File: config.mk
export PLATFORM = sky130hd
export DESIGN_NAME = overlapping_frame_extractor
export DESIGN_NICKNAME = d
export VERILOG_FILES = /design/src/design/ofe_pkg.sv /design/src/design/overlapping_frame_extractor.sv /design/src/design/ofe_ring.sv
export SDC_FILE = /design/constraint.sdc
export NUM_CORES = 1
export LEC_CHECK = 0
export ABC_CLOCK_PERIOD_IN_PS = 12900
export BUFFER_PORTS_ARGS = -buffer_cell sky130_fd_sc_hd__buf_4
export CAP_MARGIN = 10
export CELL_PAD_IN_SITES_DETAIL_PLACEMENT = 1
export CELL_PAD_IN_SITES_GLOBAL_PLACEMENT = 1
export CORE_ASPECT_RATIO = 0.6
export CORE_MARGIN = 1
export CORE_UTILIZATION = 60
export DETAILED_ROUTE_END_ITERATION = 10
export PLACE_DENSITY_LB_ADDON = 0.3
export SLEW_MARGIN = 20
export SYNTH_ARGS = -nofsm -noshare
export SYNTH_HDL_FRONTEND = slang
export SYNTH_SLANG_ARGS = --single-unit
export TNS_END_PERCENT = 20
File: constraint.sdc
create_clock -name i_clk -period 12.9 [get_ports i_clk]
set_clock_uncertainty 0.2 [all_clocks]
set_input_delay 0 -clock i_clk [delete_from_list [all_inputs] [get_ports i_clk]]
set_output_delay 0 -clock i_clk [all_outputs]
set_load 0.02 [all_outputs]
File: src/design/ofe_pkg.sv
package ofe_pkg;

    // Default build sizes
    localparam int MAX_FRAME_DEF   = 64;
    localparam int SAMPLE_BITS_DEF = 16;

    // Configuration register map
    localparam int CFG_IDX_W = 8;
    localparam int CFG_DAT_W = 7;
    localparam logic [CFG_IDX_W-1:0] REG_FRAME_LEN   = 8'd0;
    localparam logic [CFG_IDX_W-1:0] REG_OVERLAP_LEN = 8'd1;

    // Register field widths and reset values
    localparam int FRAME_LEN_W   = 7;
    localparam int OVERLAP_LEN_W = 6;
    localparam int POS_W         = 6;
    localparam logic [FRAME_LEN_W-1:0]   FRAME_LEN_RST   = 7'd64;
    localparam logic [OVERLAP_LEN_W-1:0] OVERLAP_LEN_RST = 6'd0;

    // Sequencer states
    typedef enum logic [0:0] {
        ST_COLLECT,
        ST_READ
    } t_state;

endpackage

File: src/design/overlapping_frame_extractor.sv
// Overlapping frame extractor. Each input transaction carries one signed sample that is
// written into a ring of the last MAX_FRAME samples. Once frame_len samples have arrived
// the first frame is sent, oldest sample first; after that a frame of the latest frame_len
// samples is sent each time frame_len - overlap_len new samples have arrived. Every output
// transaction carries one sample and its position in the frame; tlast marks the final one.
// An input that completes no frame does not hold off the next input. An input that
// completes a frame starts a read-back of the frame through the single read port of the
// sample ring, one sample per cycle while the output does not stall, and the input is not
// ready until the last read is issued. The ring needs no clearing pass: only samples
// written since the last reset or register write are ever read. Write registers
// (0: frame_len, 1: overlap_len) only while the block is idle; a write to either one
// restarts the sample count. frame_len of zero acts as 1, above MAX_FRAME as MAX_FRAME,
// and overlap_len is clamped below the frame length.
module overlapping_frame_extractor
    import ofe_pkg::*;
#(
    parameter int MAX_FRAME   = MAX_FRAME_DEF,
    parameter int SAMPLE_BITS = SAMPLE_BITS_DEF
) (
    input  logic                                   i_clk,
    input  logic                                   i_rst_n,
    // Configuration write channel
    input  logic                                   i_cfg_valid,
    output logic                                   o_cfg_ready,
    input  logic [CFG_IDX_W-1:0]                   i_cfg_index,
    input  logic [CFG_DAT_W-1:0]                   i_cfg_data,
    // Sample input
    input  logic                                   s_axis_tvalid,
    output logic                                   s_axis_tready,
    // tdata: sample (SAMPLE_BITS, signed), zero fill
    input  logic [((SAMPLE_BITS+7)/8)*8-1:0]       s_axis_tdata,
    // Frame output
    output logic                                   m_axis_tvalid,
    input  logic                                   m_axis_tready,
    // tdata: frame_sample (SAMPLE_BITS, signed), position (6), zero fill
    output logic [((SAMPLE_BITS+POS_W+7)/8)*8-1:0] m_axis_tdata,
    output logic                                   m_axis_tlast
);

    localparam int AW    = $clog2(MAX_FRAME);
    localparam int FW    = $clog2(MAX_FRAME + 1);
    localparam int SW    = AW + 1;
    localparam int OUT_W = ((SAMPLE_BITS + POS_W + 7) / 8) * 8;

    // Configuration registers
    logic [FRAME_LEN_W-1:0]   r_frame_len;
    logic [OVERLAP_LEN_W-1:0] r_overlap_len;

    // Ring and frame counters
    logic [AW-1:0] r_slot;
    logic [AW-1:0] n_slot;
    logic [FW-1:0] r_fresh;
    logic [FW-1:0] n_fresh;
    logic          r_first_done;

    // Read sequencer
    t_state        r_state;
    t_state        n_state;
    logic [FW-1:0] r_left;
    logic [AW-1:0] r_k;
    logic [AW-1:0] r_rd_addr;
    logic          r_rd_valid;
    logic [POS_W-1:0] r_rd_pos;
    logic          r_rd_last;

    // Output register
    logic                   r_out_valid;
    logic [SAMPLE_BITS-1:0] r_out_sample;
    logic [POS_W-1:0]       r_out_pos;
    logic                   r_out_last;

    logic                   cfg_fire;
    logic                   cfg_known;
    logic                   in_fire;
    logic                   in_ready;
    logic                   emit;
    logic                   issue;
    logic                   load_out;
    logic [FW-1:0]          f_eff;
    logic [FW-1:0]          o_eff;
    logic [FW-1:0]          need;
    logic [SW-1:0]          start_sum;
    logic [AW-1:0]          start_addr;
    logic [AW-1:0]          rd_addr_next;
    logic [SAMPLE_BITS-1:0] rd_data;

    assign o_cfg_ready = 1'b1;
    assign cfg_fire    = i_cfg_valid && o_cfg_ready;
    assign cfg_known   = (i_cfg_index == REG_FRAME_LEN) || (i_cfg_index == REG_OVERLAP_LEN);
    assign in_fire     = s_axis_tvalid && s_axis_tready;

    // Effective frame length and overlap
    always_comb begin
        if (r_frame_len == '0) begin
            f_eff = FW'(1);
        end else if (r_frame_len > MAX_FRAME) begin
            f_eff = FW'(MAX_FRAME);
        end else begin
            f_eff = FW'(r_frame_len);
        end
        if (r_overlap_len >= f_eff) begin
            o_eff = f_eff - FW'(1);
        end else begin
            o_eff = FW'(r_overlap_len);
        end
        need = r_first_done ? (f_eff - o_eff) : f_eff;
    end

    // Advance write slot and saturating sample count
    assign n_slot  = (r_slot == AW'(MAX_FRAME - 1)) ? '0 : r_slot + AW'(1);
    assign n_fresh = (r_fresh < FW'(MAX_FRAME)) ? r_fresh + FW'(1) : r_fresh;
    assign emit    = (n_fresh >= need);

    // Oldest slot of the latest f_eff samples
    always_comb begin
        start_sum = SW'(n_slot) + SW'(MAX_FRAME) - SW'(f_eff);
        if (start_sum >= SW'(MAX_FRAME)) begin
            start_sum = start_sum - SW'(MAX_FRAME);
        end
        start_addr = start_sum[AW-1:0];
    end

    // Read issue and output load
    assign load_out     = r_rd_valid && (!r_out_valid || m_axis_tready);
    assign issue        = (r_left != '0) && (!r_rd_valid || load_out);
    assign rd_addr_next = (r_rd_addr == AW'(MAX_FRAME - 1)) ? '0 : r_rd_addr + AW'(1);

    // State register
    always_ff @(posedge i_clk) begin
        if (!i_rst_n) begin
            r_state <= ST_COLLECT;
        end else begin
            r_state <= n_state;
        end
    end

    // Next state and input ready
    always_comb begin
        n_state  = r_state;
        in_ready = 1'b0;
        case (r_state)
            ST_COLLECT: begin
                in_ready = 1'b1;
                if (s_axis_tvalid && emit) begin
                    n_state = ST_READ;
                end
            end
            ST_READ: begin
                if (issue && (r_left == FW'(1))) begin
                    n_state = ST_COLLECT;
                end
            end
            default: begin
                n_state = ST_COLLECT;
            end
        endcase
    end

    assign s_axis_tready = in_ready;

    // Configuration registers, ring counters and read sequencer
    always_ff @(posedge i_clk) begin
        if (!i_rst_n) begin
            r_frame_len   <= FRAME_LEN_RST;
            r_overlap_len <= OVERLAP_LEN_RST;
            r_slot        <= '0;
            r_fresh       <= '0;
            r_first_done  <= 1'b0;
            r_left        <= '0;
            r_k           <= '0;
            r_rd_addr     <= '0;
            r_rd_valid    <= 1'b0;
        end else begin
            if (cfg_fire && cfg_known) begin
                if (i_cfg_index == REG_FRAME_LEN) begin
                    r_frame_len <= i_cfg_data[FRAME_LEN_W-1:0];
                end else begin
                    r_overlap_len <= i_cfg_data[OVERLAP_LEN_W-1:0];
                end
                r_slot       <= '0;
                r_fresh      <= '0;
                r_first_done <= 1'b0;
            end else if (in_fire) begin
                r_slot <= n_slot;
                if (emit) begin
                    r_fresh      <= '0;
                    r_first_done <= 1'b1;
                    r_left       <= f_eff;
                    r_k          <= '0;
                    r_rd_addr    <= start_addr;
                end else begin
                    r_fresh <= n_fresh;
                end
            end
            if (issue) begin
                r_left     <= r_left - FW'(1);
                r_k        <= r_k + AW'(1);
                r_rd_addr  <= rd_addr_next;
                r_rd_valid <= 1'b1;
            end else if (load_out) begin
                r_rd_valid <= 1'b0;
            end
        end
    end

    // Side data that travels with each read
    always_ff @(posedge i_clk) begin
        if (issue) begin
            r_rd_pos  <= POS_W'(r_k);
            r_rd_last <= (r_left == FW'(1));
        end
    end

    // Output register
    always_ff @(posedge i_clk) begin
        if (!i_rst_n) begin
            r_out_valid <= 1'b0;
        end else if (load_out) begin
            r_out_valid <= 1'b1;
        end else if (m_axis_tready) begin
            r_out_valid <= 1'b0;
        end
    end

    always_ff @(posedge i_clk) begin
        if (load_out) begin
            r_out_sample <= rd_data;
            r_out_pos    <= r_rd_pos;
            r_out_last   <= r_rd_last;
        end
    end

    ofe_ring #(
        .DEPTH (MAX_FRAME),
        .WIDTH (SAMPLE_BITS)
    ) u_ring (
        .i_clk     (i_clk),
        .i_wr_en   (in_fire),
        .i_wr_addr (r_slot),
        .i_wr_data (s_axis_tdata[SAMPLE_BITS-1:0]),
        .i_rd_en   (issue),
        .i_rd_addr (r_rd_addr),
        .o_rd_data (rd_data)
    );

    assign m_axis_tvalid = r_out_valid;
    assign m_axis_tdata  = OUT_W'({r_out_pos, r_out_sample});
    assign m_axis_tlast  = r_out_last;

`ifndef SYNTH
    // Reads outstanding only while the sequencer is reading
    a_left_in_read: assert property (@(posedge i_clk) disable iff (!i_rst_n)
        (r_left != '0) |-> (r_state == ST_READ))
        else $error("reads pending outside read state");

    // The last sample of a frame sits at position frame length minus one
    a_last_pos: assert property (@(posedge i_clk) disable iff (!i_rst_n)
        (r_out_valid && r_out_last) |-> (r_out_pos == POS_W'(f_eff - FW'(1))))
        else $error("frame end at wrong position");

    // Sample count never passes the ring depth
    a_fresh_sat: assert property (@(posedge i_clk) disable iff (!i_rst_n)
        r_fresh <= FW'(MAX_FRAME))
        else $error("sample count out of range");

    // A frame start loads the full frame length into the read counter
    a_frame_start: assert property (@(posedge i_clk) disable iff (!i_rst_n)
        (in_fire && emit && !cfg_fire) |=> (r_left == $past(f_eff)))
        else $error("frame read not started");
`endif

endmodule

File: src/design/ofe_ring.sv
module ofe_ring
    import ofe_pkg::*;
#(
    parameter int DEPTH = MAX_FRAME_DEF,
    parameter int WIDTH = SAMPLE_BITS_DEF
) (
    input  logic                     i_clk,
    input  logic                     i_wr_en,
    input  logic [$clog2(DEPTH)-1:0] i_wr_addr,
    input  logic [WIDTH-1:0]         i_wr_data,
    input  logic                     i_rd_en,
    input  logic [$clog2(DEPTH)-1:0] i_rd_addr,
    output logic [WIDTH-1:0]         o_rd_data
);

    logic [WIDTH-1:0] r_mem [DEPTH];
    logic [WIDTH-1:0] r_rd_data;

    // Write port
    always_ff @(posedge i_clk) begin
        if (i_wr_en) begin
            r_mem[i_wr_addr] <= i_wr_data;
        end
    end

    // Registered read port, holds its data while not enabled
    always_ff @(posedge i_clk) begin
        if (i_rd_en) begin
            r_rd_data <= r_mem[i_rd_addr];
        end
    end

    assign o_rd_data = r_rd_data;

endmodule
# Word level (Yosys, flattened, before mapping)
# Memory sizes are Yosys's and may differ from the RTL's. A register that Yosys moved wholly into a read port is not among the register bits.
# Index checks and enable logic that the tools add are counted.
# word_totals
mem_count	1
inputBits	36
out_inout_bits	28
regBits	79
ram_bits	1024
# memory_table
name	words	word_bits	rd	rd_clocked_by_memory_dff	wr	line	rtl
u_ring.r_mem	64	16	1	1	1	ofe_ring.sv:16	logic [WIDTH-1:0] r_mem [DEPTH];
# classes
addsub	10
muxes	31
order_cmp	5
bitwise_logic	3
reduce_logical	23
n_eq_ne	5
# ops
operator	n
two-way mux 7 bit	10
two-way mux 6 bit	11
adder 6 x 1 -> 6 bit (second input constant)	3
subtractor 7 x 1 -> 7 bit (second input constant)	2
subtractor 7 bit	2
equality test 6 bit (second input constant)	2
two-way mux 1 bit	9
equality test 8 x 1 -> 1 bit (second input constant)	1
logical NOT 8 bit	1
nonzero test 2 bit	4
adder 6 x 7 -> 7 bit (second input constant)	1
adder 7 x 1 -> 7 bit (second input constant)	1
equality test 7 x 1 -> 1 bit (second input constant)	1
greater-or-equal comparator 6 x 7 -> 1 bit	1
greater-or-equal comparator 7 bit	1
greater-or-equal comparator 7 bit (second input constant)	1
> comparator 7 bit (second input constant)	1
logical NOT 7 bit	1
< comparator 7 bit (second input constant)	1
nonzero test 7 bit	1
logical AND 1 bit	6
AND reduction 2 bit	3
subtractor 6 x 1 -> 6 bit (second input constant)	1
logical OR 1 bit	3
other kinds (6)	9

# Logic depth before layout (Yosys ltp)
# Gate-level depths: netlist of the first run.
# logic_depth
ltp_word	12
mapped_depth	26
ltp_nobuf	25

# By module
# Synthesis of the first run repeated with hierarchy kept, for this count alone.
# hier_totals
cells_unflattened	2282
area_unflattened_um2	44503.9
# modules_own_cells
mod	area_each_um2	instances	cells_per_inst	seq_area_each_um2
ofe_ring	40202.3	1	1829	31230.0
overlapping_frame_extractor	4301.6	1	453	1881.8

# Worst setup path after synthesis of the first run
# No wires, ideal clock.
# synth_timing
kind	register -> register
from	register r_frame_len[1]
to	register r_left[0]
setup_ns	0.120
stages_incl_launch_ff	27
required_time_ns	12.580
slack_ns	7.284
arrival_time_ns	5.296
path_buffers	1
path_cell_list	dfxtp_1 nor4_1 a21oi_1 nor2_1 ha_1 nand2b_1 a211oi_1 o21bai_1 a211oi_1 nor3_2 mux2_2 ha_1 inv_1 fa_1 a21o_1 a21oi_1 nor2b_1 o21ai_0 nand3b_1 xor2_1 ha_1 nand3_1 o31a_1 a21oi_1 clkbuf_1 nor3_1 o31a_1
# synth_between
elab_chain_cells	10
elab_cells_between_ends	16
# synth_rtl
item	line	rtl
start, declared	overlapping_frame_extractor.sv:46	logic [FRAME_LEN_W-1:0] r_frame_len;
start signal, assigned	overlapping_frame_extractor.sv:176	r_frame_len <= i_cfg_data[FRAME_LEN_W-1:0];
> comparator 7 bit	overlapping_frame_extractor.sv:96	end else if (r_frame_len > MAX_FRAME) begin
two-way mux 7 bit	overlapping_frame_extractor.sv:96	
two-way mux 7 bit *	overlapping_frame_extractor.sv:94	if (r_frame_len == '0) begin
subtractor 7 x 1 -> 7 bit or greater-or-equal comparator 6 x 7 -> 1 bit (tied branches)	overlapping_frame_extractor.sv:102, overlapping_frame_extractor.sv:101	
two-way mux 7 bit	overlapping_frame_extractor.sv:101	if (r_overlap_len >= f_eff) begin
subtractor 7 bit	overlapping_frame_extractor.sv:106	need = r_first_done ? (f_eff - o_eff) : f_eff;
two-way mux 7 bit	overlapping_frame_extractor.sv:106	
greater-or-equal comparator 7 bit	overlapping_frame_extractor.sv:112	assign emit = (n_fresh >= need);
nonzero test 2 bit (no source line)	n/a	
AND reduction 3 bit (no source line)	n/a	
end signal, assigned	overlapping_frame_extractor.sv:196	r_left <= r_left - FW'(1);
end, declared	overlapping_frame_extractor.sv:59	logic [FW-1:0] r_left;
# Mark *: on every way between the ends. The rest lies on a longest branch, timed or not. The select of a mux whose other input is x is not followed.
# A chain may end at the register's enable or synchronous reset.

# Worst setup path after layout of the first run
# layout_timing
from	register r_frame_len[1]
to	register r_left[3]
# Same word-level chain as after synthesis.

==> results of run 1 <==
## critical path, stage by stage, from the launching register on
cell and delay, ps:
dfxtp_1 340, nor4_1 400, a21oi_1 180, nor2_1 270, ha_1 290, nand2b_1 150, a211oi_1 250, o21bai_1 140
a211oi_1 320, nor3_2 190, mux2_2 280, ha_1 190, inv_1 70, fa_1 470, a21o_1 210, a21oi_1 280
nor2b_1 100, o21ai_0 180, nand3b_1 120, xor2_1 180, ha_1 330, nand3_1 90, o31a_1 360, a211oi_1 680
a21oi_1 190, a221oi_1 310
## final cells by class
cell class                      count  area [um2]  share of cell area
Clock inverter                     62         502              0.0102
Inverter                           24        90.1             0.00183
Clock buffer                      122        2580              0.0526
Antenna cell                        1        2.50           0.0000509
Tap cell                          975        1220              0.0248
Multi-Input combinational cell    916        9950               0.202
Timing Repair Buffer              199        1690              0.0343
Sequential cell                  1119       33100               0.674
## sequential cells by signal, indices dropped and copies added, names as in the netlist, 7 cells and up
| register | cells |
|---|---|
| r_frame_len | 7 |
| r_fresh | 7 |
| r_left | 7 |
| r_out_sample | 16 |
| u_ring.o_rd_data | 16 |
| u_ring.r_mem | 1024 |
## cells by family after synthesis
logic type               share of synthesized area
AND/OR/NAND/NOR                             0.0358
other                                     0.000172
XOR/XNOR                                   0.00502
buffers and inverters                       0.0141
AO/OA/AOI/OAI                               0.0403
flip-flops                                   0.759
multiplexers                                 0.136
adder cells (fa/ha/maj)                    0.00981
## power by group through the flow
stage / Combinational, mW / Clock (mW) / Sequential, mW
after CTS: 1.96 / 2.92 / 4.23
after detailed placement: 1.92 / 0 / 4.31
after floorplan: 1.30 / 0 / 4.26
after global placement: 1.85 / 0 / 4.30
final: 1.97 / 2.90 / 4.23
after global routing: 2.08 / 3.03 / 4.24
## per-stage QoR
step | setup slack (ps) | cell area, um2 | utilization
after global routing | 5750 | 49200 | 0.685
after global placement | 6330 | 45400 | 0.633
final | 6030 | 49200 | 0.685
after floorplan | 7280 | 43600 | -
after CTS | 5950 | 49100 | 0.684
after detailed placement | 6090 | 45400 | 0.633
## Yosys cell counts (all sizes together), types with 5 or more instances
library cell,n
xnor2,16
xor2,9
a22oi,106
nor2b,8
nor3,17
a21oi,39
nand3,62
mux2i,14
nand2,79
o221ai,5
nor2,120
dfxtp,49
a221oi,11
clkbuf,69
nand2b,9
and4,9
a22o,10
buf,54
inv,24
o21ai,23
a21o,6
ha,31
edfxtp,1070
a31oi,10
a211oi,7
mux4,256
## routing by layer
layer | wire length [um] | vias to the layer above | global-route usage
met5 | 25 | - | 0
met4 | 3090 | 4 | 0.0876
met3 | 14400 | 216 | 0.108
met2 | 54400 | 1465 | 0.491
met1 | 47100 | 12426 | 0.478
li1 | - | 9366 | -
## path summary, 6_finish.rpt
path / start / to / slack [ps] / depth (start not counted)
setup / recovery: r_frame_len[1] / r_left[3] / 6030 / 25
setup reg to reg: r_frame_len[1] / r_left[3] / 6030 / 25
hold reg to reg: u_ring.o_rd_data[8] / r_out_sample[8] / 220 / 0
hold / removal: m_axis_tready / m_axis_tvalid / 50 / 5
## cells in the final DEF (no fill, tap or decap), types with 22 or more instances in the layout
cell type	n
edfxtp_1	1070
mux4_2	256
buf_4	137
nor2_1	115
a22oi_1	106
clkbuf_16	100
nand2_1	79
nand3_1	62
dlygate4sd3_1	59
dfxtp_1	47
a21oi_1	38
ha_1	31
clkinv_2	24
inv_1	23
clkinv_1	23
clkbuf_1	22
## what timing repair did
item                      in CTS  in global routing
setup buffers                  0                  0
gates resized for setup        0                  0
hold endpoints to repair    1096                  0
hold buffers                  59                  0
==> impl_summary.txt, run 1 <==
----------------------------------------------------
[Min path]
  Hold Crit Class ... input pin to register

[Floorplan]
  Die H ... 211 um
  Die W ... 350 um
  Initial Util ... 0.608
  I/O pin total ... 64
  Total Die Area ... 0.0738 mm2
  Core box area ... 0.0718 mm2
  Number of placement rows ... 76

[Yosys]
  Post-synthesis sequential area ratio ... 0.759
  Mean area per synthesized cell ... 20.0 um2
  FF+latch count, synth ... 1,119
  Cell area after technology mapping ... 0.0436 mm2
  Dominant register cell in the synthesized netlist ... edfxtp_1
  Synth async-reset ratio ... 0
  Cells after Synth ... 2,181
  Most area-hungry cell type in the Yosys netlist ... edfxtp_1
  Fraction of synthesized cell area taken by the top area cell type ... 0.736
  Number of distinct standard cells referenced by the synthesized netlist ... 65
  Number of warning messages in the yosys log ... 0
  Post-synth EDFFs ... 1,070
  Biggest area contributors in the synthesized netlist ... edfxtp_1 74%, mux4_2 13%, dfxtp_1 2.2%

[Drt]
  Antenna-violating nets left ... 0
  Vias ... 23.5k
  DRC viols ... 0
  Detailed-route vias per instance ... 6.87
  Mean routed wirelength per cell ... 34.8 um
  Detailed router's first-iteration violation count ... 3,011
  Detailed-routing iteration count for the pre-antenna-repair pass ... 5
  Final wirelength ... 119 mm

[STA]
  Hold Vio Cnt, Final ... 0
  Unrepaired setup endpoints after global routing ... no
  Max Clock Freq ... 145 MHz
  Setup Viol. Count Final ... 0
  Transition time of the tightest slew-check pin ... 1070 ps
  Tcrit/Tclk final ... 0.533
  Slew headroom ... 0.288
  Max-slew violations ... 0
  Shortest clock period the worst path allows after layout ... 6870 ps
  Fin Setup TNS ... 0 ps
  Post-Route Hold Slack ... 49.1 ps

[Outcome]
  Status ... finished clean

[Worst setup path]
  CP Class ... register to register
  Required time of the critical path ... 13,290 ps
  Largest driver fanout on the critical path ... 6
  CP arrival ... 7270 ps
  Worst Setup End Kind ... register
  Crit start category ... register

[Finish]
  Share of layout cells above drive strength 1 ... 0.229
  Count of non-filler cells in the finished layout ... 3,418
  Number of inserted filler cells in the final layout ... 5,648
  Post-layout net count ... 2,427
  Area delta synth->final ... 12.7%

[Clocking]
  Clock Latency Late Sink ... 690 ps
  Clock slew at the register clock pins of the worst setup and hold paths ... 70 ps
  Maximum level of the CTS H-tree ... 3
  Number of buffers created by CTS ... 98
  Deepest clock path buffer count ... 3
  CTS Root Cell ... clkbuf_16
  Total clock sinks ... 1,119
  Clock tree from TritonCTS ... done

[Pwr]
  PwrDens ... 185 mW/mm2
  VDD IR-drop max ... 0.000150 V
  Internal Pwr Total ... 6.50 mW
  Switching part of the total power ... 0.285
  Sequential cell fraction of total power ... 0.465
  Relative contribution of the clock network to total power ... 0.319
  Total net switching power ... 2.59 mW
  P_leak ... 15.5 nW
  Final Power ... 9.10 mW
  Power share of the combinational group ... 0.216

[Placement]
  Count of buffers inserted at the top-level ports ... 60
  Final estimated routing congestion in global placement ... 0.847
  Post-Place Cells ... 3,173
  DP Wirelength ... 70.1 mm

[Global route]
  Antenna violations before repair ... 10
  First-pass GRT wire length ... 170 mm
  Number of global-route vias before repair ... 24.1k
  Total congestion overflow after global routing ... 0
  Largest net degree at the start of global routing ... 127
  Total GRT Usage ... 0.330

[Job]
  Number of max-cap violations ... 0

----------------------------------------------------
No activity file was read; power rests on OpenSTA's default activity.
==> run 2, diff against run 1 <==
Settings changed: ABC_CLOCK_PERIOD_IN_PS 12900 to 6900, CORE_UTILIZATION 60 to 55.
Clock period 12.9 ns to 6.9 ns, I/O delays scaled along.
==> run 2 against run 1 <==
Compared with the run above:
- wire length decreased by 1.5%
- die area rose by 9.0%
- clock-buffer cell count down 1
- worst setup slack worse by 5600 ps
- largest cell class unchanged
- cell count up 2.3%
- sequential power is 87% higher
- register-to-register slack lost 5600 ps
- first-iteration DRC count rose by 3.6%
==> impl_summary.txt, run 2 (synthesized netlist as in run 1, its figures left out) <==
----------------------------------------------------
[Drt]
  Detailed-route vias per instance ... 6.65
  Vias ... 23.2k
  Detailed-routing iteration count for the pre-antenna-repair pass ... 6
  Detailed router's first-iteration violation count ... 3,118
  Antenna-violating nets left ... 0
  Mean routed wirelength per cell ... 33.5 um
  DRC viols ... 0
  Final wirelength ... 117 mm

[Clocking]
  Number of buffers created by CTS ... 98
  Clock slew at the register clock pins of the worst setup and hold paths ... 60 ps
  Buffers inserted by post-CTS timing repair ... 0
  Clock tree from TritonCTS ... done
  CTS Root Cell ... clkbuf_16
  Deepest clock path buffer count ... 3
  Total clock sinks ... 1,119
  Clock Latency Late Sink ... 710 ps
  Maximum level of the CTS H-tree ... 3

[Pwr]
  P_leak ... 15.6 nW
  VDD IR-drop max ... 0.000245 V
  PwrDens ... 348 mW/mm2

[Placement]
  Final estimated routing congestion in global placement ... 0.853
  DP Wirelength ... 70.3 mm
  Count of buffers inserted at the top-level ports ... 60
  Post-Place Cells ... 3,261

[STA]
  Tcrit/Tclk final ... 0.932
  Hold Vio Cnt, Final ... 0
  Unrepaired setup endpoints after global routing ... no
  Fin Setup TNS ... 0 ps
  Shortest clock period the worst path allows after layout ... 6430 ps
  Slew headroom ... 0.320
  Max-slew violations ... 0
  Post-Route Hold Slack ... 47.0 ps
  Transition time of the tightest slew-check pin ... 1020 ps
  Setup Viol. Count Final ... 0
  Max Clock Freq ... 156 MHz

[Global route]
  Largest net degree at the start of global routing ... 65
  Antenna violations before repair ... 6
  First-pass GRT wire length ... 169 mm
  Number of global-route vias before repair ... 23.7k
  Total congestion overflow after global routing ... 0
  Total GRT Usage ... 0.298

[Finish]
  Number of inserted filler cells in the final layout ... 6,371
  Post-layout net count ... 2,430
  Count of non-filler cells in the finished layout ... 3,496
  Highest-count cells in the layout ignoring fill and taps ... 1,070 x edfxtp_1, 256 x mux4_2, 145 x buf_4
  Area delta synth->final ... 13.5%
  Sequential cell area in the final layout ... 0.0331 mm2
  Multi-input gate area in the final layout ... 0.00996 mm2
  Share of layout cells above drive strength 1 ... 0.236
  Register with the most flip-flops ... u_ring.r_mem
  Most common library cell in the layout ignoring fill and taps ... edfxtp_1
  Number of flip-flops in the largest register ... 1,024

[Worst setup path]
  CP Class ... register to register
  Crit start category ... register
  Count of cells along the worst register-to-register path ... 25
  Required time of the critical path ... 7310 ps
  Worst reg2reg path startpoint ... r_frame_len[2]
  Worst Setup End Kind ... register
  Endpoint of the lowest-slack register-to-register path ... r_fresh[6]
  CP arrival ... 6840 ps
  Worst setup slack for register-to-register paths ... 470 ps
  Largest driver fanout on the critical path ... 7

[Floorplan]
  Die H ... 220 um
  Die W ... 366 um
  Number of placement rows ... 79
  Total Die Area ... 0.0805 mm2
  Core box area ... 0.0780 mm2
  I/O pin total ... 64
  Initial Util ... 0.559

[Job]
  Number of max-cap violations ... 0

[Min path]
  Origin of the worst min-delay path ... m_axis_tready
  Hold-critical path endpoint ... m_axis_tvalid
  Hold Crit Class ... input pin to register
  Min-Delay Path Depth ... 5

[Outcome]
  Status ... finished clean

----------------------------------------------------
run 2: changes by cell type in the layout (fill, tap and decap cells not counted), moves of 5 or more:
cell / previous run / this run
clkinvlp_4: 0 / 7
buf_4: 137 / 145
clkbuf_1: 22 / 17
dlygate4sd3_1: 59 / 52
clkinv_2: 24 / 16
bufinv_16: 7 / 13
clkinv_1: 23 / 18
run 2: worst max path at each step:
stage                        start         end  slack (ps)  depth (start not counted)
global placement    r_frame_len[1]   r_left[3]         620                         24
finish              r_frame_len[2]  r_fresh[6]         470                         25
CTS                 r_frame_len[2]   r_left[3]         360                         24
floorplan           r_frame_len[1]   r_left[0]        1280                         26
detailed placement  r_frame_len[2]   r_left[3]         450                         24
global route        r_frame_len[3]   r_left[3]          60                         25
run 2: worst max-delay path, cell delays in order (launching register included):
cell and delay (ps):
dfxtp_1 340, nor4_1 380, a21oi_1 160, nor2_1 240
ha_1 280, nand2b_1 150, a211oi_1 300, o21bai_1 160
a211oi_1 320, nor3_2 170, mux2_2 300, ha_1 170
inv_1 70, fa_1 460, a21o_1 200, a21oi_1 220
nor2b_1 80, o21ai_0 150, nand3b_1 110, xor2_1 230
ha_1 300, a21oi_1 160, o31a_1 340, nand2_1 270
a21o_1 320, nor3b_1 220
run 2: report_power, final:
part           switching [mW]  internal [mW]
Clock                    2.51           3.23
Combinational            2.04           1.55
Sequential              0.211           7.70
Total                    4.76           12.5
run 2: layer usage:
metal	vias to the layer above	share of wire	wire, um	global-route usage
li1	9360	-	-	-
met1	12432	0.42	49500	0.453
met2	1279	0.46	54400	0.452
met3	172	0.095	11100	0.0598
met4	6	0.018	2070	0.0676
met5	-	0.00033	39	0
run 2: layout make-up:
type	instances	share of cell area
flip-flops and latches	1119	0.669
clock inverters	59	0.0136
well taps	1053	0.0266
multi-input cells	916	0.201
repair buffers	202	0.0347
clock buffers	121	0.0534
diodes	2	0.000101
inverters	24	0.00184
run 2: per-stage QoR:
stage / cell area [um2] / worst slack, ps / utilization / total power [mW]
6_report: 49500 / 470 / 0.635 / 17.2
2_1_floorplan: 43600 / 1280 / - / 10.4
3_3_place_gp: 45600 / 620 / 0.585 / 11.5
5_1_grt: 49500 / 58.5 / 0.635 / 17.8
3_5_place_dp: 45600 / 455 / 0.585 / 11.6
4_1_cts: 49500 / 358 / 0.634 / 17.3
run 2: repair_timing:
| action | in CTS | in global routing |
|---|---|---|
| setup endpoints to repair | 0 | 10 |
| hold buffers | 52 | 0 |
| gates resized for setup | 0 | 3 |
| endpoints found under the hold margin | 1095 | 0 |
==> run 3, diff against run 2 <==
Settings changed: CORE_UTILIZATION 55 to 58, CTS_BUF_LIST set to sky130_fd_sc_hd__clkbuf_2, REMOVE_ABC_BUFFERS set to 1.
==> run 3 against run 2 <==
Compared with the run above:
- critical path type unchanged
- global-route usage up 3.2 points
- maximum frequency down 1.9%
- register-to-register slack worse by 120 ps
- clock-buffer cell count up 247
- cell count up 7.4%
- power down 8.2%
- worst setup slack worse by 120 ps
- critical endpoint is now r_left[3]
==> impl_summary.txt, run 3 (synthesized netlist as in run 1, its figures left out) <==
----------------------------------------------------
[Outcome]
  Status ... finished clean

[Pwr]
  P_leak ... 16.2 nW
  VDD IR-drop max ... 0.000258 V
  PwrDens ... 320 mW/mm2
  Final Power ... 15.8 mW

[Worst setup path]
  Crit start category ... register
  Count of cells along the worst register-to-register path ... 24
  CP Class ... register to register
  Largest driver fanout on the critical path ... 10
  Worst setup path startpoint ... r_frame_len[3]
  Required time of the critical path ... 8100 ps
  Endpoint of the lowest-slack register-to-register path ... r_left[3]
  CP arrival ... 7760 ps
  Last element of the critical path ... r_left[3]
  Worst setup slack for register-to-register paths ... 350 ps
  Worst reg2reg path startpoint ... r_frame_len[3]
  Worst Setup End Kind ... register

[Finish]
  Post-layout net count ... 2,654
  Count of non-filler cells in the finished layout ... 3,753
  Share of layout cells above drive strength 1 ... 0.302
  Register with the most flip-flops ... u_ring.r_mem
  Area delta synth->final ... 13.2%
  Number of inserted filler cells in the final layout ... 6,274
  Most common library cell in the layout ignoring fill and taps ... edfxtp_1
  Number of flip-flops in the largest register ... 1,024
  Highest-count cells in the layout ignoring fill and taps ... 1,070 x edfxtp_1, 368 x clkbuf_2, 256 x mux4_2
  Final design area excluding fillers ... 0.0494 mm2

[STA]
  Max-slew violations ... 0
  Transition time of the tightest slew-check pin ... 1180 ps
  Hold Vio Cnt, Final ... 0
  Unrepaired setup endpoints after global routing ... no
  Fin worst setup slack ... 346 ps
  Setup Viol. Count Final ... 0
  Max Clock Freq ... 153 MHz
  Slew headroom ... 0.216
  Tcrit/Tclk final ... 0.950
  Fin Setup TNS ... 0 ps
  Shortest clock period the worst path allows after layout ... 6550 ps

[Clocking]
  Clock slew at the register clock pins of the worst setup and hold paths ... 140 ps
  Clock Latency Late Sink ... 1530 ps
  Clock tree from TritonCTS ... done
  Maximum level of the CTS H-tree ... 4
  CTS Root Cell ... clkbuf_2
  Number of buffers created by CTS ... 236
  Total clock sinks ... 1,119
  Deepest clock path buffer count ... 3

[Floorplan]
  Core box area ... 0.0740 mm2
  Number of placement rows ... 77
  I/O pin total ... 64
  Total Die Area ... 0.0764 mm2
  Die H ... 214 um
  Die W ... 356 um
  Initial Util ... 0.590

[Drt]
  Detailed router's first-iteration violation count ... 3,699
  Final wirelength ... 123 mm
  Antenna-violating nets left ... 0
  Vias ... 24.9k
  Mean routed wirelength per cell ... 32.9 um
  DRC viols ... 0
  Detailed-route vias per instance ... 6.64
  Detailed-routing iteration count for the pre-antenna-repair pass ... 7

[Placement]
  Dpl cell area ... 0.0456 mm2
  Post-Place Cells ... 3,194
  Final estimated routing congestion in global placement ... 0.881
  Count of buffers inserted at the top-level ports ... 60
  Pre-CTS setup slack ... 182 ps
  DP Wirelength ... 70.8 mm

[Global route]
  Total congestion overflow after global routing ... 0
  First-pass GRT wire length ... 178 mm
  Number of global-route vias before repair ... 25.9k
  Antenna violations before repair ... 6
  Largest net degree at the start of global routing ... 80
  Total GRT Usage ... 0.330

[Job]
  Number of max-cap violations ... 0

[Min path]
  Hold Crit Class ... register to register

----------------------------------------------------
run 3: layout make-up:
cell class	instances	area, um2	share of cell area
antenna	5	12.5	0.000253
clock buffer	368	1840	0.0373
clock inverter	46	268	0.00542
inverter	24	91.3	0.00185
multi-input combinational	916	9980	0.202
sequential	1119	33100	0.671
tap	987	1230	0.0250
timing repair buffer	288	2840	0.0576
run 3: metrics by stage:
step,hold slack [ps],util
2_1_floorplan,-138,-
3_3_place_gp,23.9,0.616
3_5_place_dp,31.5,0.616
4_1_cts,57.6,0.666
5_1_grt,205,0.667
6_report,226,0.668
run 3: metal layers:
metal | track usage | wire length (um)
met2 | 0.490 | 57200
met4 | 0.104 | 3030
met5 | 0 | 0
met3 | 0.0873 | 14600
met1 | 0.484 | 48500
run 3: critical path, cell delays in order, from the launching register on:
cell      delay (ps)
dfxtp_1          500
nor4_2           100
a21oi_1          370
nor2_2           140
ha_1             310
nand2b_1         100
a211oi_1          70
o21bai_1         270
a211oi_2         150
nor3_4           430
mux2i_1          370
ha_1             280
nor2b_1          130
o21ai_0          240
a21boi_0         180
o21a_1           210
or3_1            300
a31oi_1          230
ha_1             300
a21o_1           180
a21oi_1          160
o31a_1           340
a21o_2           330
nand2_2          230
a221oi_1         320
run 3: how the worst min path moves through the flow:
stage | start | endpoint | slack [ps] | depth (start not counted)
final | u_ring.o_rd_data[5] | r_out_sample[5] | 230 | 0
after global routing | r_rd_pos[5] | r_out_pos[5] | 200 | 0
after CTS | i_cfg_data[4] | r_overlap_len[4] | 60 | 6
after detailed placement | i_cfg_data[6] | r_frame_len[6] | 30 | 3
after global placement | i_cfg_data[6] | r_frame_len[6] | 20 | 3
after floorplan | i_rst_n | r_frame_len[6] | -140 | 1
run 3: report_power, final:
group | internal (mW) | switching (mW)
clock network | 1.51 | 2.61
logic | 1.62 | 2.17
registers | 7.69 | 0.228
total | 10.8 | 5.00
run 3: repair_timing:
action                                  in CTS  in global routing
endpoints found under the setup margin       0                 19
resized for setup                            0                  7
hold endpoints to repair                  2143                  0
setup buffers                                0                  2
hold buffers                               135                  0
